**src/ndtp_pkg.sv**
```systemverilog
// ----------------------------------------------------------------------------
// ndtp_pkg
// Shared constants, register codes and reset values of the downscale,
// threshold and pack block.
// ----------------------------------------------------------------------------
package ndtp_pkg;

    // fixed field widths
    localparam int PIX_W      = 8;
    localparam int BYTE_W     = 8;
    localparam int CFG_SW_W   = 13;
    localparam int CFG_SH_W   = 13;
    localparam int CFG_DOTS_W = 12;
    localparam int CFG_DARK_W = 8;
    localparam int CFG_DATA_W = 13;
    localparam int CFG_IDX_W  = 2;

    // default sizing
    localparam int DEF_MAX_SIDE       = 4096;
    localparam int DEF_MAX_PRINT_DOTS = 2048;

    // register reset values
    localparam int RST_SOURCE_WIDTH  = 384;
    localparam int RST_SOURCE_HEIGHT = 1;
    localparam int RST_PRINT_DOTS    = 384;
    localparam int RST_DARK_LEVEL    = 128;

    typedef enum logic [CFG_IDX_W-1:0] {
        REG_SOURCE_WIDTH  = 2'd0,
        REG_SOURCE_HEIGHT = 2'd1,
        REG_PRINT_DOTS    = 2'd2,
        REG_DARK_LEVEL    = 2'd3
    } t_reg_idx;

endpackage

```
**src/ndtp_pix_if.sv**
```systemverilog
// ----------------------------------------------------------------------------
// ndtp_pix_if
// Valid/ready channel carrying one grayscale source pixel per transfer.
// ----------------------------------------------------------------------------
interface ndtp_pix_if;
    import ndtp_pkg::*;

    logic             valid;
    logic             ready;
    logic [PIX_W-1:0] pixel;

    modport source (output valid, output pixel, input ready);
    modport sink   (input valid, input pixel, output ready);
endinterface

```
**src/ndtp_pack_if.sv**
```systemverilog
// ----------------------------------------------------------------------------
// ndtp_pack_if
// Valid/ready channel carrying one packed byte of printer dots per transfer.
// ----------------------------------------------------------------------------
interface ndtp_pack_if;
    import ndtp_pkg::*;

    logic              valid;
    logic              ready;
    logic [BYTE_W-1:0] packed_bits;
    logic              row_end;
    logic              image_end;

    modport source (output valid, output packed_bits, output row_end, output image_end,
                    input ready);
    modport sink   (input valid, input packed_bits, input row_end, input image_end,
                    output ready);
endinterface

```
**src/ndtp_cfg.sv**
```systemverilog
// ----------------------------------------------------------------------------
// ndtp_cfg
// Configuration registers plus registered clamped geometry: source width,
// source height, output width and the row limit product.
// ----------------------------------------------------------------------------
module ndtp_cfg #(
    parameter int  MAX_SIDE       = ndtp_pkg::DEF_MAX_SIDE,
    parameter int  MAX_PRINT_DOTS = ndtp_pkg::DEF_MAX_PRINT_DOTS,
    localparam int W_SIDE         = $clog2(MAX_SIDE + 1)
) (
    input  logic                            i_clk,
    input  logic                            i_rst_n,
    input  logic                            i_cfg_we,
    input  ndtp_pkg::t_reg_idx              i_cfg_idx,
    input  logic [ndtp_pkg::CFG_DATA_W-1:0] i_cfg_wdata,
    output logic [W_SIDE-1:0]               o_sw,
    output logic [W_SIDE-1:0]               o_sh,
    output logic [W_SIDE-1:0]               o_dw,
    output logic [2*W_SIDE-1:0]             o_lim,
    output logic [ndtp_pkg::PIX_W-1:0]      o_dark,
    output logic                            o_sw_wr,
    output logic [W_SIDE-1:0]               o_sw_new
);
    import ndtp_pkg::*;

    localparam int W_DOTS = $clog2(MAX_PRINT_DOTS + 1);
    localparam int W_CS   = (CFG_SW_W > W_SIDE) ? CFG_SW_W : W_SIDE;
    localparam int W_CD0  = (CFG_DOTS_W > W_DOTS) ? CFG_DOTS_W : W_DOTS;
    localparam int W_CD   = (W_CD0 > W_SIDE) ? W_CD0 : W_SIDE;

    logic [CFG_SW_W-1:0]   r_source_width;
    logic [CFG_SH_W-1:0]   r_source_height;
    logic [CFG_DOTS_W-1:0] r_print_dots;
    logic [CFG_DARK_W-1:0] r_dark_level;

    logic [W_SIDE-1:0]   r_sw, r_sh, r_dw;
    logic [2*W_SIDE-1:0] r_lim;

    logic [W_CS-1:0]     sw_ext, sh_ext, wd_ext;
    logic [W_CD-1:0]     dots_ext, dots_cl;
    logic [W_SIDE-1:0]   sw_cl, sh_cl, wd_cl, dw;

    always_ff @(posedge i_clk) begin
        if (!i_rst_n) begin
            r_source_width  <= CFG_SW_W'(RST_SOURCE_WIDTH);
            r_source_height <= CFG_SH_W'(RST_SOURCE_HEIGHT);
            r_print_dots    <= CFG_DOTS_W'(RST_PRINT_DOTS);
            r_dark_level    <= CFG_DARK_W'(RST_DARK_LEVEL);
        end else if (i_cfg_we) begin
            unique case (i_cfg_idx)
                REG_SOURCE_WIDTH:  r_source_width  <= i_cfg_wdata[CFG_SW_W-1:0];
                REG_SOURCE_HEIGHT: r_source_height <= i_cfg_wdata[CFG_SH_W-1:0];
                REG_PRINT_DOTS:    r_print_dots    <= i_cfg_wdata[CFG_DOTS_W-1:0];
                REG_DARK_LEVEL:    r_dark_level    <= i_cfg_wdata[CFG_DARK_W-1:0];
                default: ;
            endcase
        end
    end

    // clamp to the legal ranges, output width is the smaller of the two
    always_comb begin
        sw_ext   = W_CS'(r_source_width);
        sh_ext   = W_CS'(r_source_height);
        wd_ext   = W_CS'(i_cfg_wdata[CFG_SW_W-1:0]);
        dots_ext = W_CD'(r_print_dots);

        if (sw_ext == '0)                 sw_cl = W_SIDE'(1);
        else if (sw_ext > W_CS'(MAX_SIDE)) sw_cl = W_SIDE'(MAX_SIDE);
        else                              sw_cl = W_SIDE'(sw_ext);

        if (sh_ext == '0)                 sh_cl = W_SIDE'(1);
        else if (sh_ext > W_CS'(MAX_SIDE)) sh_cl = W_SIDE'(MAX_SIDE);
        else                              sh_cl = W_SIDE'(sh_ext);

        if (wd_ext == '0)                 wd_cl = W_SIDE'(1);
        else if (wd_ext > W_CS'(MAX_SIDE)) wd_cl = W_SIDE'(MAX_SIDE);
        else                              wd_cl = W_SIDE'(wd_ext);

        if (dots_ext == '0)                         dots_cl = W_CD'(1);
        else if (dots_ext > W_CD'(MAX_PRINT_DOTS))  dots_cl = W_CD'(MAX_PRINT_DOTS);
        else                                        dots_cl = dots_ext;

        dw = (dots_cl < W_CD'(sw_cl)) ? W_SIDE'(dots_cl) : sw_cl;
    end

    always_ff @(posedge i_clk) begin
        r_sw  <= sw_cl;
        r_sh  <= sh_cl;
        r_dw  <= dw;
        r_lim <= (2*W_SIDE)'(sh_cl) * (2*W_SIDE)'(dw);
    end

    assign o_sw     = r_sw;
    assign o_sh     = r_sh;
    assign o_dw     = r_dw;
    assign o_lim    = r_lim;
    assign o_dark   = r_dark_level;
    assign o_sw_wr  = i_cfg_we && (i_cfg_idx == REG_SOURCE_WIDTH);
    assign o_sw_new = wd_cl;

endmodule

```
**src/ndtp_core.sv**
```systemverilog
// ----------------------------------------------------------------------------
// ndtp_core
// Input register, row/column pick with error accumulators, dot packing and
// output register.
// ----------------------------------------------------------------------------
module ndtp_core #(
    parameter int  MAX_SIDE       = ndtp_pkg::DEF_MAX_SIDE,
    parameter int  MAX_PRINT_DOTS = ndtp_pkg::DEF_MAX_PRINT_DOTS,
    localparam int W_SIDE         = $clog2(MAX_SIDE + 1)
) (
    input  logic                       i_clk,
    input  logic                       i_rst_n,
    ndtp_pix_if.sink                   i_pix,
    ndtp_pack_if.source                o_pack,
    input  logic [W_SIDE-1:0]          i_sw,
    input  logic [W_SIDE-1:0]          i_sh,
    input  logic [W_SIDE-1:0]          i_dw,
    input  logic [2*W_SIDE-1:0]        i_lim,
    input  logic [ndtp_pkg::PIX_W-1:0] i_dark,
    input  logic                       i_sw_wr,
    input  logic [W_SIDE-1:0]          i_sw_new
);
    import ndtp_pkg::*;

    localparam int W_COL  = $clog2(MAX_SIDE);
    localparam int W_OCOL = $clog2(MAX_PRINT_DOTS + 1);
    localparam int W_CM   = (W_OCOL > W_SIDE) ? W_OCOL : W_SIDE;
    localparam int W_PROD = 2*W_SIDE + 1;
    localparam int W_BC   = $clog2(BYTE_W);
    localparam int RST_ACC = (RST_SOURCE_WIDTH > MAX_SIDE) ? MAX_SIDE : RST_SOURCE_WIDTH;

    function automatic logic [W_SIDE-1:0] f_next_err(input logic [W_SIDE-1:0] e,
                                                      input logic [W_SIDE-1:0] sw,
                                                      input logic [W_SIDE-1:0] dw);
        logic [W_SIDE:0] s;
        s = {1'b0, e} + {1'b0, sw} - {1'b0, dw};
        return (e < dw) ? s[W_SIDE-1:0] : (e - dw);
    endfunction

    // handshake and payload registers
    logic              r_up;
    logic              r_in_valid;
    logic [PIX_W-1:0]  r_pixel;
    logic              r_out_valid;
    logic [BYTE_W-1:0] r_out_bits;
    logic              r_out_row_end;
    logic              r_out_image_end;

    // position state
    logic [W_COL-1:0]  r_src_column, n_src_column;
    logic [W_COL-1:0]  r_src_row, n_src_row;
    logic [W_SIDE-1:0] r_col_error, n_col_error;
    logic [W_SIDE-1:0] r_row_error, n_row_error;
    logic [W_OCOL-1:0] r_out_column, n_out_column;
    logic [W_SIDE-1:0] r_out_row, n_out_row;
    logic [W_PROD-1:0] r_acc1, n_acc1;      // (out_row + 1) * source width
    logic              r_row_picked, n_row_picked;
    logic [BYTE_W-1:0] r_bit_shifter, n_bit_shifter;
    logic [W_BC-1:0]   r_bit_count, n_bit_count;

    logic              adv, in_take;
    logic              col0, row_ok, picked_now, pick, dot, last, emit, img_end;
    logic              row_done, img_done;
    logic [BYTE_W-1:0] sh_nx, out_bits;
    logic [W_OCOL-1:0] oc_inc;
    logic [W_PROD:0]   acc_sum;
    logic [W_PROD-1:0] acc_wr;

    assign adv         = r_in_valid && (!r_out_valid || o_pack.ready);
    assign i_pix.ready = r_up && (!r_in_valid || adv);
    assign in_take     = i_pix.valid && i_pix.ready;

    assign acc_wr = W_PROD'({1'b0, r_out_row} + (W_SIDE+1)'(1)) * W_PROD'(i_sw_new);

    always_comb begin
        col0       = (r_src_column == '0);
        row_ok     = (r_row_error < i_dw) && (r_acc1 <= W_PROD'(i_lim));
        picked_now = col0 ? row_ok : r_row_picked;
        pick       = picked_now && (r_col_error < i_dw) && (W_CM'(r_out_column) < W_CM'(i_dw));
        dot        = (r_pixel < i_dark);
        sh_nx      = {r_bit_shifter[BYTE_W-2:0], dot};
        oc_inc     = r_out_column + W_OCOL'(1);
        last       = (W_CM'(oc_inc) == W_CM'(i_dw));
        emit       = pick && ((r_bit_count == W_BC'(BYTE_W-1)) || last);
        out_bits   = sh_nx << (W_BC'(BYTE_W-1) - r_bit_count);
        acc_sum    = {1'b0, r_acc1} + (W_PROD+1)'(i_sw);
        img_end    = last && (r_acc1 <= W_PROD'(i_lim))
                     && (acc_sum > (W_PROD+1)'(i_lim));
        row_done   = ({1'b0, W_SIDE'(r_src_column)} + (W_SIDE+1)'(1)) >= {1'b0, i_sw};
        img_done   = ({1'b0, W_SIDE'(r_src_row)} + (W_SIDE+1)'(1)) >= {1'b0, i_sh};

        n_src_column  = r_src_column;
        n_src_row     = r_src_row;
        n_col_error   = r_col_error;
        n_row_error   = r_row_error;
        n_out_column  = r_out_column;
        n_out_row     = r_out_row;
        n_acc1        = r_acc1;
        n_row_picked  = r_row_picked;
        n_bit_shifter = r_bit_shifter;
        n_bit_count   = r_bit_count;

        if (adv) begin
            n_row_picked = picked_now;
            n_col_error  = f_next_err(r_col_error, i_sw, i_dw);
            if (pick) begin
                n_out_column = oc_inc;
                if (emit) begin
                    n_bit_shifter = '0;
                    n_bit_count   = '0;
                end else begin
                    n_bit_shifter = sh_nx;
                    n_bit_count   = r_bit_count + W_BC'(1);
                end
            end
            if (row_done) begin
                n_src_column  = '0;
                n_col_error   = '0;
                n_out_column  = '0;
                n_bit_shifter = '0;
                n_bit_count   = '0;
                if (picked_now) begin
                    n_out_row = r_out_row + W_SIDE'(1);
                    n_acc1    = acc_sum[W_PROD-1:0];
                end
                n_row_error = f_next_err(r_row_error, i_sw, i_dw);
                if (img_done) begin
                    n_src_row   = '0;
                    n_row_error = '0;
                    n_out_row   = '0;
                    n_acc1      = W_PROD'(i_sw);
                end else begin
                    n_src_row = r_src_row + W_COL'(1);
                end
            end else begin
                n_src_column = r_src_column + W_COL'(1);
            end
        end
    end

    always_ff @(posedge i_clk) begin
        if (!i_rst_n) begin
            r_up          <= 1'b0;
            r_in_valid    <= 1'b0;
            r_out_valid   <= 1'b0;
            r_src_column  <= '0;
            r_src_row     <= '0;
            r_col_error   <= '0;
            r_row_error   <= '0;
            r_out_column  <= '0;
            r_out_row     <= '0;
            r_acc1        <= W_PROD'(RST_ACC);
            r_row_picked  <= 1'b1;
            r_bit_shifter <= '0;
            r_bit_count   <= '0;
        end else begin
            r_up       <= 1'b1;
            r_in_valid <= in_take || (r_in_valid && !adv);
            if (adv && emit) begin
                r_out_valid <= 1'b1;
            end else if (o_pack.ready) begin
                r_out_valid <= 1'b0;
            end
            r_src_column  <= n_src_column;
            r_src_row     <= n_src_row;
            r_col_error   <= n_col_error;
            r_row_error   <= n_row_error;
            r_out_column  <= n_out_column;
            r_out_row     <= n_out_row;
            r_row_picked  <= n_row_picked;
            r_bit_shifter <= n_bit_shifter;
            r_bit_count   <= n_bit_count;
            // new source width rescales the row product
            if (i_sw_wr) begin
                r_acc1 <= acc_wr;
            end else begin
                r_acc1 <= n_acc1;
            end
        end
    end

    always_ff @(posedge i_clk) begin
        if (in_take) begin
            r_pixel <= i_pix.pixel;
        end
        if (adv && emit) begin
            r_out_bits      <= out_bits;
            r_out_row_end   <= last;
            r_out_image_end <= img_end;
        end
    end

    assign o_pack.valid       = r_out_valid;
    assign o_pack.packed_bits = r_out_bits;
    assign o_pack.row_end     = r_out_row_end;
    assign o_pack.image_end   = r_out_image_end;

    a_output_held: assert property (@(posedge i_clk) disable iff (!i_rst_n)
        r_out_valid && !o_pack.ready |=> r_out_valid && $stable(r_out_bits))
        else $error("stalled output byte lost or overwritten");

    a_image_end_on_row_end: assert property (@(posedge i_clk) disable iff (!i_rst_n)
        r_out_valid && r_out_image_end |-> r_out_row_end)
        else $error("image end without row end");

    a_row_end_clears: assert property (@(posedge i_clk) disable iff (!i_rst_n)
        adv && row_done |=> (r_src_column == '0) && (r_out_column == '0)
                            && (r_bit_count == '0))
        else $error("row state not cleared at end of source row");

    a_input_held: assert property (@(posedge i_clk) disable iff (!i_rst_n)
        r_in_valid && !adv |=> r_in_valid && $stable(r_pixel))
        else $error("held pixel lost or overwritten");

endmodule

```
**src/nn_downscale_threshold_pack_top.sv**
```systemverilog
// ----------------------------------------------------------------------------
// nn_downscale_threshold_pack_top
// Nearest-neighbor downscale of an 8-bit grayscale raster to a 1-bit,
// byte-packed thermal printer raster.
// ----------------------------------------------------------------------------
// Source pixels stream in raster order, one per transfer, and the block
// emits the printer raster as bytes of eight dots, leftmost dot in bit 7,
// 1 for black. Output width is min(source width, print dots), output height
// is floor(source height * output width / source width); row and column
// picks come from integer error accumulators, so the scale is exact. A
// picked pixel strictly below dark_level prints black. The last byte of each
// output row is zero padded and flagged with row_end, the last byte of the
// image also carries image_end. Pixels that are not picked are consumed with
// no output. After the last pixel of the last source row the position state
// wraps and the next pixel starts a new image.
// Throughput is one pixel per clock while o_pack does not stall: every pixel
// passes through one input register, the counter and accumulator logic, and
// one output register; a byte is loaded into the output register when its
// last pixel leaves the input register and is held there until o_pack takes
// it. Backpressure on o_pack stalls the input only when both registers are
// full. No pixel is taken before r_up is set after reset.
// Configuration writes land in the registers and the clamped geometry is
// registered from them, so write only while no pixel is in flight.
// ----------------------------------------------------------------------------
module nn_downscale_threshold_pack_top #(
    parameter int MAX_SIDE       = ndtp_pkg::DEF_MAX_SIDE,
    parameter int MAX_PRINT_DOTS = ndtp_pkg::DEF_MAX_PRINT_DOTS
) (
    input  logic                            i_clk,
    input  logic                            i_rst_n,
    // configuration write port
    input  logic                            i_cfg_we,
    input  ndtp_pkg::t_reg_idx              i_cfg_idx,
    input  logic [ndtp_pkg::CFG_DATA_W-1:0] i_cfg_wdata,
    // streams
    ndtp_pix_if.sink                        i_pix,
    ndtp_pack_if.source                     o_pack
);
    import ndtp_pkg::*;

    localparam int W_SIDE = $clog2(MAX_SIDE + 1);

    // clamped geometry shared by the pick logic
    logic [W_SIDE-1:0]   sw, sh, dw;
    logic [2*W_SIDE-1:0] lim;          // source height * output width
    logic [PIX_W-1:0]    dark;
    logic                sw_wr;        // source width written this cycle
    logic [W_SIDE-1:0]   sw_new;

    ndtp_cfg #(
        .MAX_SIDE       (MAX_SIDE),
        .MAX_PRINT_DOTS (MAX_PRINT_DOTS)
    ) u_cfg (
        .i_clk       (i_clk),
        .i_rst_n     (i_rst_n),
        .i_cfg_we    (i_cfg_we),
        .i_cfg_idx   (i_cfg_idx),
        .i_cfg_wdata (i_cfg_wdata),
        .o_sw        (sw),
        .o_sh        (sh),
        .o_dw        (dw),
        .o_lim       (lim),
        .o_dark      (dark),
        .o_sw_wr     (sw_wr),
        .o_sw_new    (sw_new)
    );

    // pick, threshold and pack, one pixel per clock while o_pack is not stalled
    ndtp_core #(
        .MAX_SIDE       (MAX_SIDE),
        .MAX_PRINT_DOTS (MAX_PRINT_DOTS)
    ) u_core (
        .i_clk    (i_clk),
        .i_rst_n  (i_rst_n),
        .i_pix    (i_pix),
        .o_pack   (o_pack),
        .i_sw     (sw),
        .i_sh     (sh),
        .i_dw     (dw),
        .i_lim    (lim),
        .i_dark   (dark),
        .i_sw_wr  (sw_wr),
        .i_sw_new (sw_new)
    );

endmodule

```
**src/flat_wrapper.sv**
```systemverilog
// flat-port wrapper written by rule: the top's interface ports become plain ports
module nn_downscale_threshold_pack_top_flat import ndtp_pkg::*;
#(
    parameter int MAX_SIDE       = ndtp_pkg::DEF_MAX_SIDE,
    parameter int MAX_PRINT_DOTS = ndtp_pkg::DEF_MAX_PRINT_DOTS
)
  (i_clk, i_rst_n, i_cfg_we, i_cfg_idx, i_cfg_wdata, i_pix_valid, i_pix_pixel, i_pix_ready, o_pack_valid, o_pack_packed_bits, o_pack_row_end, o_pack_image_end, o_pack_ready);
  ndtp_pix_if i_pix_i ();
  ndtp_pack_if o_pack_i ();
  input  logic i_clk;
  input  logic i_rst_n;
  input  logic i_cfg_we;
  input  ndtp_pkg::t_reg_idx i_cfg_idx;
  input  logic [ndtp_pkg::CFG_DATA_W-1:0] i_cfg_wdata;
  input wire logic [$bits(i_pix_i.valid)-1:0] i_pix_valid;
  input wire logic [$bits(i_pix_i.pixel)-1:0] i_pix_pixel;
  output wire logic [$bits(i_pix_i.ready)-1:0] i_pix_ready;
  output wire logic [$bits(o_pack_i.valid)-1:0] o_pack_valid;
  output wire logic [$bits(o_pack_i.packed_bits)-1:0] o_pack_packed_bits;
  output wire logic [$bits(o_pack_i.row_end)-1:0] o_pack_row_end;
  output wire logic [$bits(o_pack_i.image_end)-1:0] o_pack_image_end;
  input wire logic [$bits(o_pack_i.ready)-1:0] o_pack_ready;
  assign i_pix_i.valid = i_pix_valid;
  assign i_pix_i.pixel = i_pix_pixel;
  assign i_pix_ready = i_pix_i.ready;
  assign o_pack_valid = o_pack_i.valid;
  assign o_pack_packed_bits = o_pack_i.packed_bits;
  assign o_pack_row_end = o_pack_i.row_end;
  assign o_pack_image_end = o_pack_i.image_end;
  assign o_pack_i.ready = o_pack_ready;
  nn_downscale_threshold_pack_top #(.MAX_SIDE(MAX_SIDE), .MAX_PRINT_DOTS(MAX_PRINT_DOTS)) u_core (.i_clk(i_clk), .i_rst_n(i_rst_n), .i_cfg_we(i_cfg_we), .i_cfg_idx(i_cfg_idx), .i_cfg_wdata(i_cfg_wdata), .i_pix(i_pix_i), .o_pack(o_pack_i));
endmodule
```
**config.mk**
```make
export PLATFORM = sky130hd
export DESIGN_NAME = nn_downscale_threshold_pack_top_flat
export DESIGN_NICKNAME = d
export VERILOG_FILES = /design/src/ndtp_pkg.sv /design/src/ndtp_pix_if.sv /design/src/ndtp_pack_if.sv /design/src/ndtp_cfg.sv /design/src/ndtp_core.sv /design/src/nn_downscale_threshold_pack_top.sv /design/src/flat_wrapper.sv
export SDC_FILE = /design/constraint.sdc
export NUM_CORES = 2
export LEC_CHECK = 0
export BUFFER_PORTS_ARGS = -buffer_cell sky130_fd_sc_hd__buf_4
export CORE_MARGIN = 8
export CORE_UTILIZATION = 55
export CTS_CLUSTER_SIZE = 20
export DETAILED_ROUTE_END_ITERATION = 7
export PLACE_DENSITY = 0.71
export REMOVE_ABC_BUFFERS = 1
export SLEW_MARGIN = 0
export SYNTH_ARGS = -nofsm -noshare
export SYNTH_HDL_FRONTEND = slang
export SYNTH_HIERARCHICAL = 1
export SYNTH_SLANG_ARGS = --single-unit
```
**constraint.sdc**
```tcl
create_clock -name i_clk -period 19.3 [get_ports i_clk]
set_input_delay 2.895 -clock i_clk [delete_from_list [all_inputs] [get_ports i_clk]]
set_output_delay 2.895 -clock i_clk [all_outputs]
set_load 0.01 [all_outputs]
```
==> flow_summary_export.csv <==
group,metric,value,unit
critical_path,cp-start-kind,"input pin",
yosys,syn_avg_cell_area,8.40,sq um
yosys,synth_xor_area_frac,0.0473,
die,initial_core_util,0.553,
critical_path,timing.rr.end,"u_core/u_cfg/o_lim[24]",
pwr,p_clk_frac,0.321,
place,dp_slack,9.71,ns
finish,layout_commonest_cell,"inv_1",
detailed_routing,drtPass1Iterations,6,
sta,tightest_slew,1.22,ns
critical_path,r2r_start,"u_core/u_cfg/r_source_width[12]",
critical_path,reg2reg_depth,24,
yosys,synth_seq_area_share,0.181,
critical_path,end_kind,"register",
grt,grtUsageTotal,0.249,
pwr,p_int,1200,uW
finish,instances_no_fill,4042,
cts,post_cts_resize_count,0,
sta,tns,0,ns
detailed_routing,drc_errors,0,
sta,hold_viol_final,0,
sta,slew_violations,0,
yosys,synth_edf_count,18,
cts,postCtsSetupRepairBufs,0,
worst_hold_path,whs_path_depth,2,
finish,drive_above_1_share,0.0535,
worst_hold_path,whs_endpoint,"u_core/u_cfg/o_dark[0]",
yosys,synth-seq-cells,245,
die,num_rows,83,
sta,period_needed,9.09,ns
pwr,switching_power,692,uW
critical_path,slowest_delay,0.91,ns
sta,max_freq,110,MHz
place,dp.cells,3988,
yosys,yosys.area_share.simple,0.181,
critical_path,worstPathArrival,9.57,ns
job,cap_violations,0,
cts,htree_levels,1,
cts,cts_buffer_depth,3,
pwr,p_leak,0.0144,uW
sta,slew_headroom,0.183,
finish,final_cell_mix,"inv_1 (540), nand2_1 (374), ha_1 (322), fa_1 (280), dfxtp_1 (227)",
detailed_routing,vias,23367,
sta,setup_slack,10.21,ns
outcome,outcome,"complete, no violations",
sta,period_share,0.471,
die,die_h,242,um
die,ios,40,
cts,clk_pin_slew_worst_paths,0.06,ns
critical_path,r2r_slack,10.66,ns
yosys,synth-adder-area-share,0.343,
yosys,yosys_warnings,6,
critical_path,path_class,"input pin to register",
pwr,p_per_area,62.7,nW/um^2
detailed_routing,viasPerCell,5.78,
critical_path,crit_top_cell,"fa_1",
pwr,switching_share,0.366,
die,coreArea,50900,sq um
yosys,yosysUniqueCellTypes,93,
cts,cts_tree,"done",
yosys,ys.flop_type,"dfxtp_1",
place,gp_congestion,0.942,
critical_path,required,19.78,ns
cts,clk_latency,0.59,ns
cts,cts_sinks,245,
pwr,peakVddDrop,0.0668,mV
grt,grt_overflow,0,
die,die_x,242,um
worst_hold_path,min_path_type,"register to register",
pwr,p_seq_frac,0.302,
place,dpl.hpwl,58700,um
sta,setup_viol,0,
cts,ctsHoldBuffers,0,
finish,syn_to_final_growth,7.08,%
detailed_routing,routedWlPerCell,18.2,um
place,numPortBuffers,39,
yosys,syn_inst,3346,
cts,root_buffer,"clkbuf_16",
cts,cts_buffers,29,
sta,rsz0062_at_grt,"no",
grt,first_global_vias,23875,
finish,utilization,0.592,
yosys,synth_compound_area_frac,0.141,
sta,whs,0.478,ns
yosys,synthMuxAreaShare,0.0153,
yosys,synth_top_family_by_area,"adder cells",
critical_path,crit_slowest_cell,"nor2b_1",
finish,diodes,0,
grt,grt_pass1_wl,121000,um
critical_path,crit_path_max_fanout,28,
critical_path,crit_chain,"buf_4 > nor2b_1 > nand2_1 > fa_1 > fa_1 > inv_1 > fa_1 > fa_1 > inv_1 > fa_1 > inv_1 > ha_1 > a21oi_1 > o22ai_1 > a311oi_1 > o31ai_1 > a221o_1 > a41oi_1 > xnor2_1 > nand3_1 > o311ai_1",
finish,nets,3969,
yosys,netlist_area,28100,sq um
detailed_routing,ant_nets,0,
die,die_area,58600,sq um
grt,antenna_found_initial,0,
detailed_routing,drt_iter0_markers,1577,
grt,grt_max_degree,75,
sta,skew,0.0323,ns
worst_hold_path,min_from,"u_core/u_cfg/o_dark[0]",
detailed_routing,wirelength,73700,um
pwr,combPwrFrac,0.377,
yosys,synth_async_sr_flop_share,0,
==> kinds of logic (layout without fill, tap and decap cells) <==
kind of cell | after synthesis | after routing
flops | 245 | 245
other cells | 2 | 14
xor+xnor | 152 | 152
fa+ha+maj | 602 | 602
simple gates | 1045 | 1045
buf+inv | 670 | 674
compound gates | 595 | 595
mux | 35 | 35
==> cell usage after synthesis, types with 39 or more instances <==
library cell	number	area (sq um)
nor2_1	194	728
xor2_1	61	534
nand3_1	66	330
dfxtp_1	227	4540
clkbuf_1	94	353
nand2_1	374	1400
and3_1	39	244
a21boi_0	43	323
nor3_1	45	225
xnor2_1	91	797
and2_1	120	751
fa_1	280	5610
ha_1	322	4030
o21ai_0	116	581
inv_1	541	2030
a21oi_1	166	831
a21o_1	48	360
nor2b_1	57	357
==> registers in the layout, indices dropped and copies added (netlist names), 12 cells and up <==
register                      flops
u_core/u_cfg/o_dw                13
u_core/u_cfg/o_lim               26
u_core/u_cfg/o_sh                13
u_core/u_cfg/o_sw                13
u_core/u_cfg/r_print_dots        12
u_core/u_cfg/r_source_height     13
u_core/u_cfg/r_source_width      13
u_core/u_core/r_acc1             27
u_core/u_core/r_col_error        13
u_core/u_core/r_out_column       12
u_core/u_core/r_out_row          13
u_core/u_core/r_row_error        13
u_core/u_core/r_src_column       12
u_core/u_core/r_src_row          12
==> cell type report <==
cell class	count	area [sq um]
Clock buffer	40	870
Clock inverter	14	193
Fill cell	4408	20800
Inverter	558	2100
Multi-Input combinational cell	2443	20500
Sequential cell	245	5080
Tap cell	680	851
Timing Repair Buffer	62	465
==> how the worst max path moves through the flow <==
stage                    startpoint                        to  slack [ns]  cells after the start
global route        i_cfg_wdata[12]  u_core/u_core/r_acc1[26]        9.84                     21
detailed placement  i_cfg_wdata[12]  u_core/u_core/r_acc1[26]        9.71                     21
finish              i_cfg_wdata[12]  u_core/u_core/r_acc1[26]       10.21                     21
CTS                 i_cfg_wdata[12]  u_core/u_core/r_acc1[26]       10.26                     21
floorplan            i_cfg_wdata[6]  u_core/u_core/r_acc1[24]       10.81                     20
global placement    i_cfg_wdata[12]  u_core/u_core/r_acc1[24]        9.87                     21
==> power by group through the flow <==
stage                     clock [uW]  sequential, uW  combinational [uW]
after floorplan                    0             570                 529
after global placement             0             581                 675
after global routing             636             574                 792
after CTS                        618             570                 705
final                            606             570                 712
after detailed placement           0             581                 697
==> per-layer routing <==
| layer | vias up | GRT usage | wire length, um |
|---|---|---|---|
| met2 | 778 | 0.427 | 35300 |
| met3 | 177 | 0.0332 | 4410 |
| met5 | - | 0 | 0 |
| li1 | 10959 | - | - |
| met1 | 11453 | 0.312 | 30500 |
| met4 | 0 | 0.111 | 3490 |
==> critical path: cells and delay by family <==
kind                     cells  cell delay [ns]
XOR/XNOR                     1             0.15
AND/OR/NAND/NOR              3             1.23
AO/OA/AOI/OAI                7             1.87
adder cells (fa/ha/maj)      6             3.02
buffers and inverters        4             0.37
==> through the flow <==
step                total power (uW)  cell area [sq um]
floorplan                       1100              27700
global placement                1260              29000
detailed placement              1280              29000
CTS                             1890              30100
global route                    2000              30100
finish                          1890              30100
Note: power is estimated with default switching activity, not from simulation.
